$ cat src/hw/rtl/lz4d_pkg.sv
// Shared constants, codes and result type of the LZ4 block decoder.
// Used by the decode core and the top level; no dependencies.
package lz4d_pkg;

  localparam int unsigned HIST_AW    = 16;
  localparam int unsigned HIST_DEPTH = 1 << HIST_AW;
  localparam int unsigned CNT_W      = 24;
  localparam logic [CNT_W-1:0] CNT_MAX = '1;

  localparam logic [3:0] NIBBLE_ESC = 4'd15;
  localparam logic [7:0] EXT_MORE   = 8'd255;
  localparam logic [4:0] MIN_MATCH  = 5'd4;

  typedef enum logic [2:0] {
    ST_RUN      = 3'd0,
    ST_OK       = 3'd1,
    ST_TRUNC    = 3'd2,
    ST_OVER     = 3'd3,
    ST_BADOFF   = 3'd4,
    ST_MISMATCH = 3'd5
  } status_e;

  typedef struct packed {
    logic       accepted;
    logic       out_valid;
    logic [7:0] out_byte;
    logic       copy_pending;
    status_e    status;
    logic       block_end;
  } res_t;

endpackage

$ cat src/hw/rtl/lz4d_core.sv
// Decode core: parse state, counters, raw length register and history access.
// Depends on lz4d_pkg; drives the history RAM ports.
module lz4d_core
  import lz4d_pkg::*;
(
  input  logic               clk_i,
  input  logic               rst_ni,
  input  logic               cfg_we_i,
  input  logic [CNT_W-1:0]   cfg_data_i,
  input  logic               proc_i,
  input  logic               opcode_i,
  input  logic [7:0]         data_byte_i,
  input  logic               last_byte_i,
  input  logic [7:0]         ram_rdata_i,
  output logic               ram_we_o,
  output logic [HIST_AW-1:0] ram_waddr_o,
  output logic [7:0]         ram_wdata_o,
  output logic [HIST_AW-1:0] ram_raddr_o,
  output res_t               res_o
);

  typedef enum logic [2:0] {
    PH_TOKEN     = 3'd0,
    PH_LIT_EXT   = 3'd1,
    PH_LITERAL   = 3'd2,
    PH_OFF_LO    = 3'd3,
    PH_OFF_HI    = 3'd4,
    PH_MATCH_EXT = 3'd5,
    PH_COPY      = 3'd6
  } phase_e;

  phase_e           phase_q, phase_d;
  logic [3:0]       tmn_q, tmn_d;
  logic [CNT_W-1:0] lit_q, lit_d;
  logic [CNT_W-1:0] ml_q, ml_d;
  logic [15:0]      off_q, off_d;
  logic [CNT_W-1:0] oc_q, oc_d;
  logic             drop_q, drop_d;
  logic             eac_q, eac_d;
  logic [CNT_W-1:0] raw_q;
  logic             byp_hit_q;
  logic [7:0]       byp_data_q;

  logic             fin, fail, restart;
  status_e          fail_code;
  logic [7:0]       copy_byte;
  logic [CNT_W:0]   ext_sum;
  logic [CNT_W-1:0] new_lit, new_ml;
  logic [15:0]      new_off;
  res_t             res;

  assign copy_byte = byp_hit_q ? byp_data_q : ram_rdata_i;

  always_comb begin
    phase_d     = phase_q;
    tmn_d       = tmn_q;
    lit_d       = lit_q;
    ml_d        = ml_q;
    off_d       = off_q;
    oc_d        = oc_q;
    drop_d      = drop_q;
    eac_d       = eac_q;
    fin         = 1'b0;
    fail        = 1'b0;
    restart     = 1'b0;
    fail_code   = ST_TRUNC;
    res         = '0;
    res.accepted = 1'b1;
    ram_we_o    = 1'b0;
    ram_waddr_o = oc_q[HIST_AW-1:0];
    ram_wdata_o = data_byte_i;
    ext_sum     = {1'b0, lit_q} + {{CNT_W-7{1'b0}}, data_byte_i};
    new_lit     = lit_q;
    new_ml      = ml_q;
    new_off     = off_q;

    if (proc_i) begin
      if (opcode_i) begin
        if (!drop_q && phase_q == PH_COPY) begin
          res.out_valid = 1'b1;
          res.out_byte  = copy_byte;
          ram_we_o      = 1'b1;
          ram_wdata_o   = copy_byte;
          oc_d          = oc_q + 1'b1;
          ml_d          = ml_q - 1'b1;
          if (ml_q == CNT_W'(1)) begin
            if (eac_q) begin
              fin = 1'b1;
            end else begin
              phase_d = PH_TOKEN;
            end
          end
        end
      end else if (drop_q) begin
        if (last_byte_i) begin
          drop_d  = 1'b0;
          restart = 1'b1;
        end
      end else begin
        case (phase_q)
          PH_TOKEN, PH_LIT_EXT: begin
            if (phase_q == PH_TOKEN) begin
              tmn_d   = data_byte_i[3:0];
              new_lit = {{CNT_W-4{1'b0}}, data_byte_i[7:4]};
            end else begin
              new_lit = ext_sum[CNT_W] ? CNT_MAX : ext_sum[CNT_W-1:0];
            end
            lit_d = new_lit;
            if ((phase_q == PH_TOKEN && data_byte_i[7:4] == NIBBLE_ESC) ||
                (phase_q == PH_LIT_EXT && data_byte_i == EXT_MORE)) begin
              if (last_byte_i) begin
                fail = 1'b1;
              end else begin
                phase_d = PH_LIT_EXT;
              end
            end else if (last_byte_i) begin
              if (new_lit != '0) begin
                fail = 1'b1;
              end else begin
                fin = 1'b1;
              end
            end else if (({1'b0, oc_q} + {1'b0, new_lit}) > {1'b0, raw_q}) begin
              fail      = 1'b1;
              fail_code = ST_OVER;
            end else begin
              phase_d = (new_lit != '0) ? PH_LITERAL : PH_OFF_LO;
            end
          end
          PH_LITERAL: begin
            if (last_byte_i && lit_q > CNT_W'(1)) begin
              fail = 1'b1;
            end else begin
              res.out_valid = 1'b1;
              res.out_byte  = data_byte_i;
              ram_we_o      = 1'b1;
              oc_d          = oc_q + 1'b1;
              lit_d         = lit_q - 1'b1;
              if (lit_q == CNT_W'(1)) begin
                if (last_byte_i) begin
                  fin = 1'b1;
                end else begin
                  phase_d = PH_OFF_LO;
                end
              end
            end
          end
          PH_OFF_LO: begin
            if (last_byte_i) begin
              fail = 1'b1;
            end else begin
              off_d   = {8'd0, data_byte_i};
              phase_d = PH_OFF_HI;
            end
          end
          PH_OFF_HI, PH_MATCH_EXT: begin
            ext_sum = {1'b0, ml_q} + {{CNT_W-7{1'b0}}, data_byte_i};
            if (phase_q == PH_OFF_HI) begin
              new_off = {data_byte_i, off_q[7:0]};
              new_ml  = CNT_W'(tmn_q) + CNT_W'(MIN_MATCH);
            end else begin
              new_ml  = ext_sum[CNT_W] ? CNT_MAX : ext_sum[CNT_W-1:0];
            end
            off_d = new_off;
            ml_d  = new_ml;
            if ((phase_q == PH_OFF_HI && tmn_q == NIBBLE_ESC) ||
                (phase_q == PH_MATCH_EXT && data_byte_i == EXT_MORE)) begin
              if (last_byte_i) begin
                fail = 1'b1;
              end else begin
                phase_d = PH_MATCH_EXT;
              end
            end else if (new_off == '0 || CNT_W'(new_off) > oc_q ||
                         32'(new_off) > HIST_DEPTH) begin
              fail      = 1'b1;
              fail_code = ST_BADOFF;
            end else if (({1'b0, oc_q} + {1'b0, new_ml}) > {1'b0, raw_q}) begin
              fail      = 1'b1;
              fail_code = ST_OVER;
            end else begin
              phase_d = PH_COPY;
              eac_d   = last_byte_i;
            end
          end
          PH_COPY: begin
            res.accepted = 1'b0;
          end
          default: begin
            restart = 1'b1;
          end
        endcase
      end

      if (fin) begin
        res.status    = (oc_d == raw_q) ? ST_OK : ST_MISMATCH;
        res.block_end = 1'b1;
        restart       = 1'b1;
      end
      if (fail) begin
        res.status    = fail_code;
        res.block_end = 1'b1;
        restart       = 1'b1;
        drop_d        = !last_byte_i;
      end
      if (restart) begin
        phase_d = PH_TOKEN;
        tmn_d   = '0;
        lit_d   = '0;
        ml_d    = '0;
        off_d   = '0;
        oc_d    = '0;
        eac_d   = 1'b0;
      end
    end

    res.copy_pending = !drop_d && phase_d == PH_COPY;
  end

  assign ram_raddr_o = oc_d[HIST_AW-1:0] - off_d[HIST_AW-1:0];
  assign res_o       = res;

  always_ff @(posedge clk_i or negedge rst_ni) begin
    if (!rst_ni) begin
      phase_q <= PH_TOKEN;
      tmn_q   <= '0;
      lit_q   <= '0;
      ml_q    <= '0;
      off_q   <= '0;
      oc_q    <= '0;
      drop_q  <= 1'b0;
      eac_q   <= 1'b0;
      raw_q   <= '0;
      byp_hit_q <= 1'b0;
    end else begin
      phase_q <= phase_d;
      tmn_q   <= tmn_d;
      lit_q   <= lit_d;
      ml_q    <= ml_d;
      off_q   <= off_d;
      oc_q    <= oc_d;
      drop_q  <= drop_d;
      eac_q   <= eac_d;
      byp_hit_q <= ram_we_o && (ram_waddr_o == ram_raddr_o);
      if (cfg_we_i) begin
        raw_q <= cfg_data_i;
      end
    end
  end

  always_ff @(posedge clk_i) begin
    byp_data_q <= ram_wdata_o;
  end

endmodule

$ cat config.mk
export PLATFORM = sky130hd
export DESIGN_NAME = lz4d_core
export DESIGN_NICKNAME = d
export VERILOG_FILES = /design/src/hw/rtl/lz4d_pkg.sv /design/src/hw/rtl/lz4d_core.sv
export SDC_FILE = /design/constraint.sdc
export NUM_CORES = 1
export LEC_CHECK = 0
export ABC_AREA = 1
export BUFFER_PORTS_ARGS = -buffer_cell sky130_fd_sc_hd__buf_2
export CELL_PAD_IN_SITES_DETAIL_PLACEMENT = 2
export CELL_PAD_IN_SITES_GLOBAL_PLACEMENT = 2
export CORE_AREA = 10 10 235 237
export CTS_BUF_LIST = sky130_fd_sc_hd__clkbuf_8
export DETAILED_ROUTE_END_ITERATION = 8
export DIE_AREA = 0 0 245 247
export GPL_ROUTABILITY_DRIVEN = 0
export PLACE_DENSITY = 0.73
export SYNTH_ARGS = -nofsm -noshare
export SYNTH_HDL_FRONTEND = slang
export SYNTH_SLANG_ARGS = --single-unit
export TNS_END_PERCENT = 1
$ cat constraint.sdc
create_clock -name clk_i -period 30.2 [get_ports clk_i]
set_clock_uncertainty 0.2 [all_clocks]
set_input_delay 4.53 -clock clk_i [delete_from_list [all_inputs] [get_ports clk_i]]
set_output_delay 4.53 -clock clk_i [all_outputs]
set_load 0.005 [all_outputs]
==> results.md, run 1 <==
* Total negative setup slack at 0 ns
* Fraction of layout cells with a size suffix above 1 at 0.102
* H-Tree Depth at 4
* Via count at 16.9k
* Synth-to-Final Area Change at 9.64%
* 1st-pass router iterations at 5
* Status: finished, final reports clean
* Drt first-iter violations at about 1.0k
* Critical path required time at 25.47 ns
* Clock Sinks at 130
* Power per cell area at 96.5 nW/um^2
* Synth Net Count at 2561
* Final core occ at 0.334
* WL/cell at 23.1 um
* Worst skew pair latency at roughly 0.61 ns
* Critical-path top delay cell: buf_4
* Initial Util at 0.305
* Leak at 0.00866 uW
* Startpoint types: input pin
* IO Count at 102
* Core Rows at 83
* Ys Warns at 0
* Relative max-transition margin at 0.166
* Die area at 60500 sq um
* Mapped cell area at 15500 sq um
* GRT overflow at 0
* Shortest period the worst path allows at slightly below 20 ns
* Final setup violation count at 0
* Crit Path Class: input pin to primary output
* Internal power at ~700 uW
* HP Start: tmn_q[3]
* DR vias/cell at ~5.4
* Syn_area_per_cell at ~6.5 sq um
* Synth cell types at 60
* Die Width at 245 um
* Max-cap violations at 0
* Largest net degree at the start of global routing at 71
* CP most frequent cell: nand2_1
* # Post-CTS Setup Buffers at 0
* Routed WL at about 72 mm
* FF+latch count, synth at 130
* Core area at just over 50000 sq um
* Vias in the first global route at 18.1k
* Hold_buf cts at 0
* PortBufs at 101
* Crit path DAT at 14.75 ns
* Root Driver: clkbuf_8
* Register-to-Register Path Depth at 60
* DRC errors left at 0
* Final hold slack at 0.328 ns
* Share of power burned in registers at 0.179
* Crit path capture type: primary output
* RSZ-0062 raised after global routing: no
* Buf+Inv Stages, Crit Path at 4
* Final count of pins violating max slew at 0
* First-pass GRT wire length at around 110 mm
* Max incr delay on CP at 0.73 ns
* Clock power frac at 0.117
* EDFF count, synth at 0
* Worst Hold Depth at 2
* Worst slew pin tran at between 1 and 1.5 ns
* Number of cells on the critical path at 55
* Worst reg2reg setup slack at 18.85 ns
* Sw Ratio at 0.578
* Worst R2R Start: ml_q[0]
* CTS tree: built
* Hold/Removal Path Class: flip-flop to flip-flop
* Final hold viol count at 0
* Area post-placement at 16500 sq um
* R2r endpoint: byp_hit_q
* Synth Instances at 2371
* Final period util at 0.645
* Gr usage total at 0.239
* Die height at 247 um
* Fmax at 0.0513 GHz
* Clock buffer depth at 2
* Clock transition at path regs at 0.09 ns
* Critical path's top delay family: simple AND/OR/NAND/NOR gates
* Antenna Violating Nets Remaining at 0
* Async SR Flop Fraction at 0.938
* Worst VDD drop at between 0.03 and 0.04 mV
* Post-CTS sizing at 0
* Predominant post-synthesis flop cell: dfrtp_1
* CTS Buf Count at 17
* Sequential-to-total area share from yosys stat at 0.208
* Sw power at 945 uW
* Post-layout instance area at 16900 sq um
* Initial antenna violation count at 2
* Final net count at 2604
* Crit Path Max Fanout at 57
* Hold path endpoint: tmn_q[3]
* Comb pwr share at 0.705
* DP Wirelength at 58.0 mm
-- synth_stat cells (5+ instances only) --
cell | instances | area [sq um]
inv_2 | 12 | 45.0
mux2_2 | 9 | 101
o21ai_1 | 11 | 55.1
o2111ai_1 | 16 | 140
nand4_1 | 50 | 313
nand2_1 | 517 | 1940
o211ai_1 | 10 | 75.1
buf_1 | 10 | 37.5
xor2_1 | 107 | 937
o32ai_1 | 8 | 70.1
inv_1 | 332 | 1250
o31ai_1 | 20 | 150
nor2_2 | 7 | 43.8
buf_4 | 20 | 150
o21bai_1 | 6 | 45.0
or2_2 | 10 | 62.6
o22ai_1 | 7 | 43.8
o21ai_0 | 209 | 1050
ha_1 | 139 | 1740
a21oi_1 | 118 | 591
nand3_2 | 17 | 170
dfrtp_1 | 122 | 3050
clkbuf_1 | 40 | 150
nand3_1 | 192 | 961
nor3_1 | 36 | 180
nand2_2 | 29 | 181
a31oi_1 | 14 | 87.6
nor4_1 | 26 | 163
xnor2_1 | 20 | 175
buf_2 | 17 | 85.1
fa_1 | 5 | 100
nor2_1 | 171 | 642
dfxtp_1 | 8 | 160
-- worst max path at each step --
| stage | startpoint | end | slack, ns |
|---|---|---|---|
| after floorplan | data_byte_i[0] | ram_raddr_o[14] | 13.11 |
| final | data_byte_i[0] | ram_raddr_o[15] | 10.72 |
| after global routing | data_byte_i[0] | ram_raddr_o[15] | 9.80 |
| after global placement | data_byte_i[0] | ram_raddr_o[15] | 11.26 |
| after detailed placement | data_byte_i[0] | ram_raddr_o[15] | 10.84 |
| after CTS | data_byte_i[0] | ram_raddr_o[15] | 10.81 |
-- cells by family after synthesis --
kind of cell | synth area share
AO/OA/AOI/OAI | 0.164
XOR/XNOR | 0.0741
adder cells (fa/ha/maj) | 0.119
buffers and inverters | 0.113
flip-flops | 0.208
multiplexers | 0.00656
AND/OR/NAND/NOR | 0.316
-- power by group through the flow --
stage,Combinational (uW),Sequential (uW),Clock (uW)
2_1_floorplan,793,253,0
3_3_place_gp,1100,292,0
3_5_place_dp,1150,294,0
4_1_cts,1160,291,194
5_1_grt,1300,300,200
6_report,1150,292,191
-- cell usage in the layout, fill, tap and decap left out, drive strengths merged, types with 7 or more instances in the layout --
| cell type | count |
|---|---|
| nor3 | 39 |
| inv | 345 |
| or2 | 12 |
| o21ai | 223 |
| o31ai | 20 |
| o32ai | 8 |
| nand4 | 50 |
| a21oi | 119 |
| ha | 139 |
| mux2 | 9 |
| a31oi | 14 |
| nand3 | 211 |
| clkinv | 7 |
| o2111ai | 16 |
| xor2 | 109 |
| nor2 | 182 |
| xnor2 | 20 |
| o22ai | 7 |
| clkbuf | 23 |
| dfrtp | 122 |
| o211ai | 10 |
| dfxtp | 8 |
| buf | 112 |
| nor4 | 26 |
| nand2 | 548 |
-- metal layers --
metal | vias to the layer above | routed length, um | GRT usage
li1 | 7964 | - | -
met1 | 8552 | 32900 | 0.302
met2 | 282 | 35200 | 0.412
met3 | 81 | 2200 | 0.0365
met4 | 0 | 1590 | 0.0690
met5 | - | 0 | 0
-- registers in the layout (all words and copies together) (netlist names), named ones only --
signal / cells
eac_q: 1
off_q: 16
drop_q: 1
lit_q: 24
byp_data_q: 8
raw_q: 24
phase_q: 3
oc_q: 23
tmn_q: 4
byp_hit_q: 1
ml_q: 24
-- through the flow --
stage | setup slack (ns) | std cells | total power (uW)
floorplan | 13.11 | 2371 | 1050
global placement | 11.26 | 3075 | 1390
detailed placement | 10.84 | 3075 | 1440
CTS | 10.81 | 3107 | 1640
global route | 9.80 | 3108 | 1800
finish | 10.72 | 3108 | 1630
-- final cells by class --
cell class / instances / area [sq um]
fillers: 6286 / 33700
repair buffers: 112 / 594
clock inverters: 9 / 150
inverters: 348 / 1310
clock buffers: 23 / 317
well taps: 680 / 851
multi-input cells: 1805 / 10500
flip-flops and latches: 130 / 3210
diodes: 1 / 2.50
-- worst register-to-register path: cells and delay by family, from the launching register on --
kind / cells / cell delay [ns]
buffers and inverters: 2 / 0.91
DFF: 1 / 0.43
adders and majority gates: 5 / 1.70
and+or+nand+nor: 36 / 5.01
AOI/OAI and AO/OA: 16 / 2.77
xor gates and xnor gates: 1 / 0.17
No activity file was read; power rests on OpenSTA's default activity.
==> run 2, diff against run 1 <==
PLACE_DENSITY = 0.76   (was 0.73)
clock period = 15.7 ns   (was 30.2 ns; I/O delays follow)
==> results.md, run 2 (synthesized netlist as in run 1, its figures left out) <==
* Final net count at 2610 (+0.23%)
* Status: finished, final reports clean
* Crit path DAT at 12.13 ns (-2.62 ns)
* Fmax at around 0.07 GHz
* DP Wirelength at 58.3 mm (+0.44%)
* Root Driver: clkbuf_8
* Crit Path Class: input pin to primary output
* Clock Sinks at 130 (unchanged)
* Hold/Removal Path Class: flip-flop to flip-flop
* Clock transition at path regs at 0.09 ns (about the same)
* Fraction of layout cells with a size suffix above 1 at 0.106 (+0.00427)
* Worst slew pin tran at 1.19 ns (-0.0616 ns)
* Relative max-transition margin at 0.207 (+0.0411)
* Core Rows at 83 (unchanged)
* Power per cell area at 191 nW/um^2 (+98%)
* GRT overflow at 0 (unchanged)
* CTS Buf Count at 17 (unchanged)
* Pwr Total at 3250 uW (+99%)
* Core area at 50700 sq um (unchanged)
* Initial antenna violation count at 1 (-1)
* Critical path's top delay family: compound AO/OA/AOI/OAI gates
* PortBufs at 101 (unchanged)
* Max incr delay on CP at 0.66 ns (-0.07 ns)
* Crit Path Max Fanout at 29 (-49%)
* 1st-pass router iterations at 4 (-1)
* IO Count at 102 (unchanged)
* Commonest cells after routing, fill and taps aside: nand2_1, inv_1, o21ai_0, nand3_1, nor2_1
* Synth-to-Final Area Change at 10.2%
* Buf+Inv Stages, Crit Path at 3 (-1)
* Final hold viol count at 0 (unchanged)
* DR vias/cell at 5.47 (+0.71%)
* Antenna Violating Nets Remaining at 0 (unchanged)
* Startpoint types: input pin
* Final count of pins violating max slew at 0 (unchanged)
* Final core occ at 0.336 (+0.00161)
* DRC errors left at 0 (unchanged)
* CTS tree: built
* Max-cap violations at 0 (unchanged)
* Worst VDD drop at 0.0998 mV (+160%)
* Initial Util at 0.305 (unchanged)
* Via count at 17.0k (+0.88%)
* Area post-placement at 16500 sq um (+0.27%)
* Crit path capture type: primary output
* First-pass GRT wire length at 112 mm (+1.6%)
* Leak at 0.00868 uW (+0.27%)
* Antenna diode count at 0 (-1)
* Final period util at 0.935
* Commonest non-fill, non-tap cell in the layout: nand2_1
* Gr usage total at 0.240 (+0.00176)
* Clock buffer depth at 2 (unchanged)
* Critical path required time at 13.15 ns (-12.32 ns)
* Drt first-iter violations at 903 (-13%)
* CP most frequent cell: nand2_1
* H-Tree Depth at 4 (unchanged)
* WL/cell at 23.3 um (+0.60%)
* Critical-path top delay cell: o31ai_1
* Largest net degree at the start of global routing at 67 (-5.6%)
* Regs by FF count: lit_q x24, ml_q x24, raw_q x24
* Hold_buf cts at 0 (unchanged)
* Die area at 60500 sq um (unchanged)
* Post-layout instance area at 17000 sq um (+0.48%)
* Shortest period the worst path allows at 14.68 ns
* Routed WL at 72.5 mm (+0.76%)
* Die Width at 245 um (unchanged)
* Worst skew pair latency at 0.61 ns (about the same)
* Final setup violation count at 0 (unchanged)
* RSZ-0062 raised after global routing: no
* Vias in the first global route at 18.6k (+3.2%)
* Total negative setup slack at 0 ns (unchanged)
* Die height at 247 um (unchanged)
## run 2: changes by cell type in the layout (fill, tap and decap cells not counted), sizes merged
cell	before	now
buf	112	118
diode	1	0
bufinv	4	6
clkinvlp	1	4
clkbuf	23	17
clkinv	7	5
inv	345	348
## run 2: repair_timing
action	4_1_cts	5_1_grt
setup buffers	0	0
resized for setup	0	8
setup endpoints to repair	0	8
## run 2: worst paths after layout
| check | startpoint | to | slack, ns | cells past startpoint |
|---|---|---|---|---|
| hold / removal | tmn_q[3] | tmn_q[3] | 0.34 | 2 |
| setup reg to reg | ml_q[0] | byp_hit_q | 4.78 | 65 |
| hold reg to reg | tmn_q[3] | tmn_q[3] | 0.34 | 2 |
| max in group asynchronous | rst_ni | lit_q[19] | 12.25 | 2 |
| min in group asynchronous | rst_ni | oc_q[5] | 1.55 | 1 |
| setup / recovery | data_byte_i[0] | ram_raddr_o[11] | 1.02 | 51 |
## run 2: worst reg2reg max path: cells and delay by family, from the launching register on
family	cells	cell delay, ns
AND/OR/NAND/NOR	40	4.79
AO/OA/AOI/OAI	17	3.01
adder cells (fa/ha/maj)	5	1.86
flip-flops	1	0.44
buffers and inverters	2	0.44
XOR/XNOR	1	0.09
## run 2: layout make-up
cell class	count	area [sq um]
Inverter	348	1310
Multi-Input combinational cell	1805	10500
Fill cell	6269	33700
Sequential cell	130	3210
Clock buffer	17	234
Timing Repair Buffer	118	639
Clock inverter	15	254
Tap cell	680	851
## run 2: routing by layer
metal,track usage,vias to the layer above,share of wire
met5,0,-,0.00015
met4,0.0952,2,0.034
met3,0.0390,112,0.034
met2,0.431,313,0.51
met1,0.281,8620,0.43
li1,-,7980,-
## run 2: stage by stage
stage               cells  setup slack, ns  hold WS [ns]
global route         3113           0.0625         0.372
global placement     3081             1.13         0.292
finish               3113             1.02         0.335
CTS                  3113            0.457         0.329
detailed placement   3081            0.489         0.307
floorplan            2371             2.96         0.256
## run 2: report_power, final
group          switching (uW)  internal [uW]  total [uW]
logic                    1570            725        2300
clock network             186            207         392
registers                 150            413         564
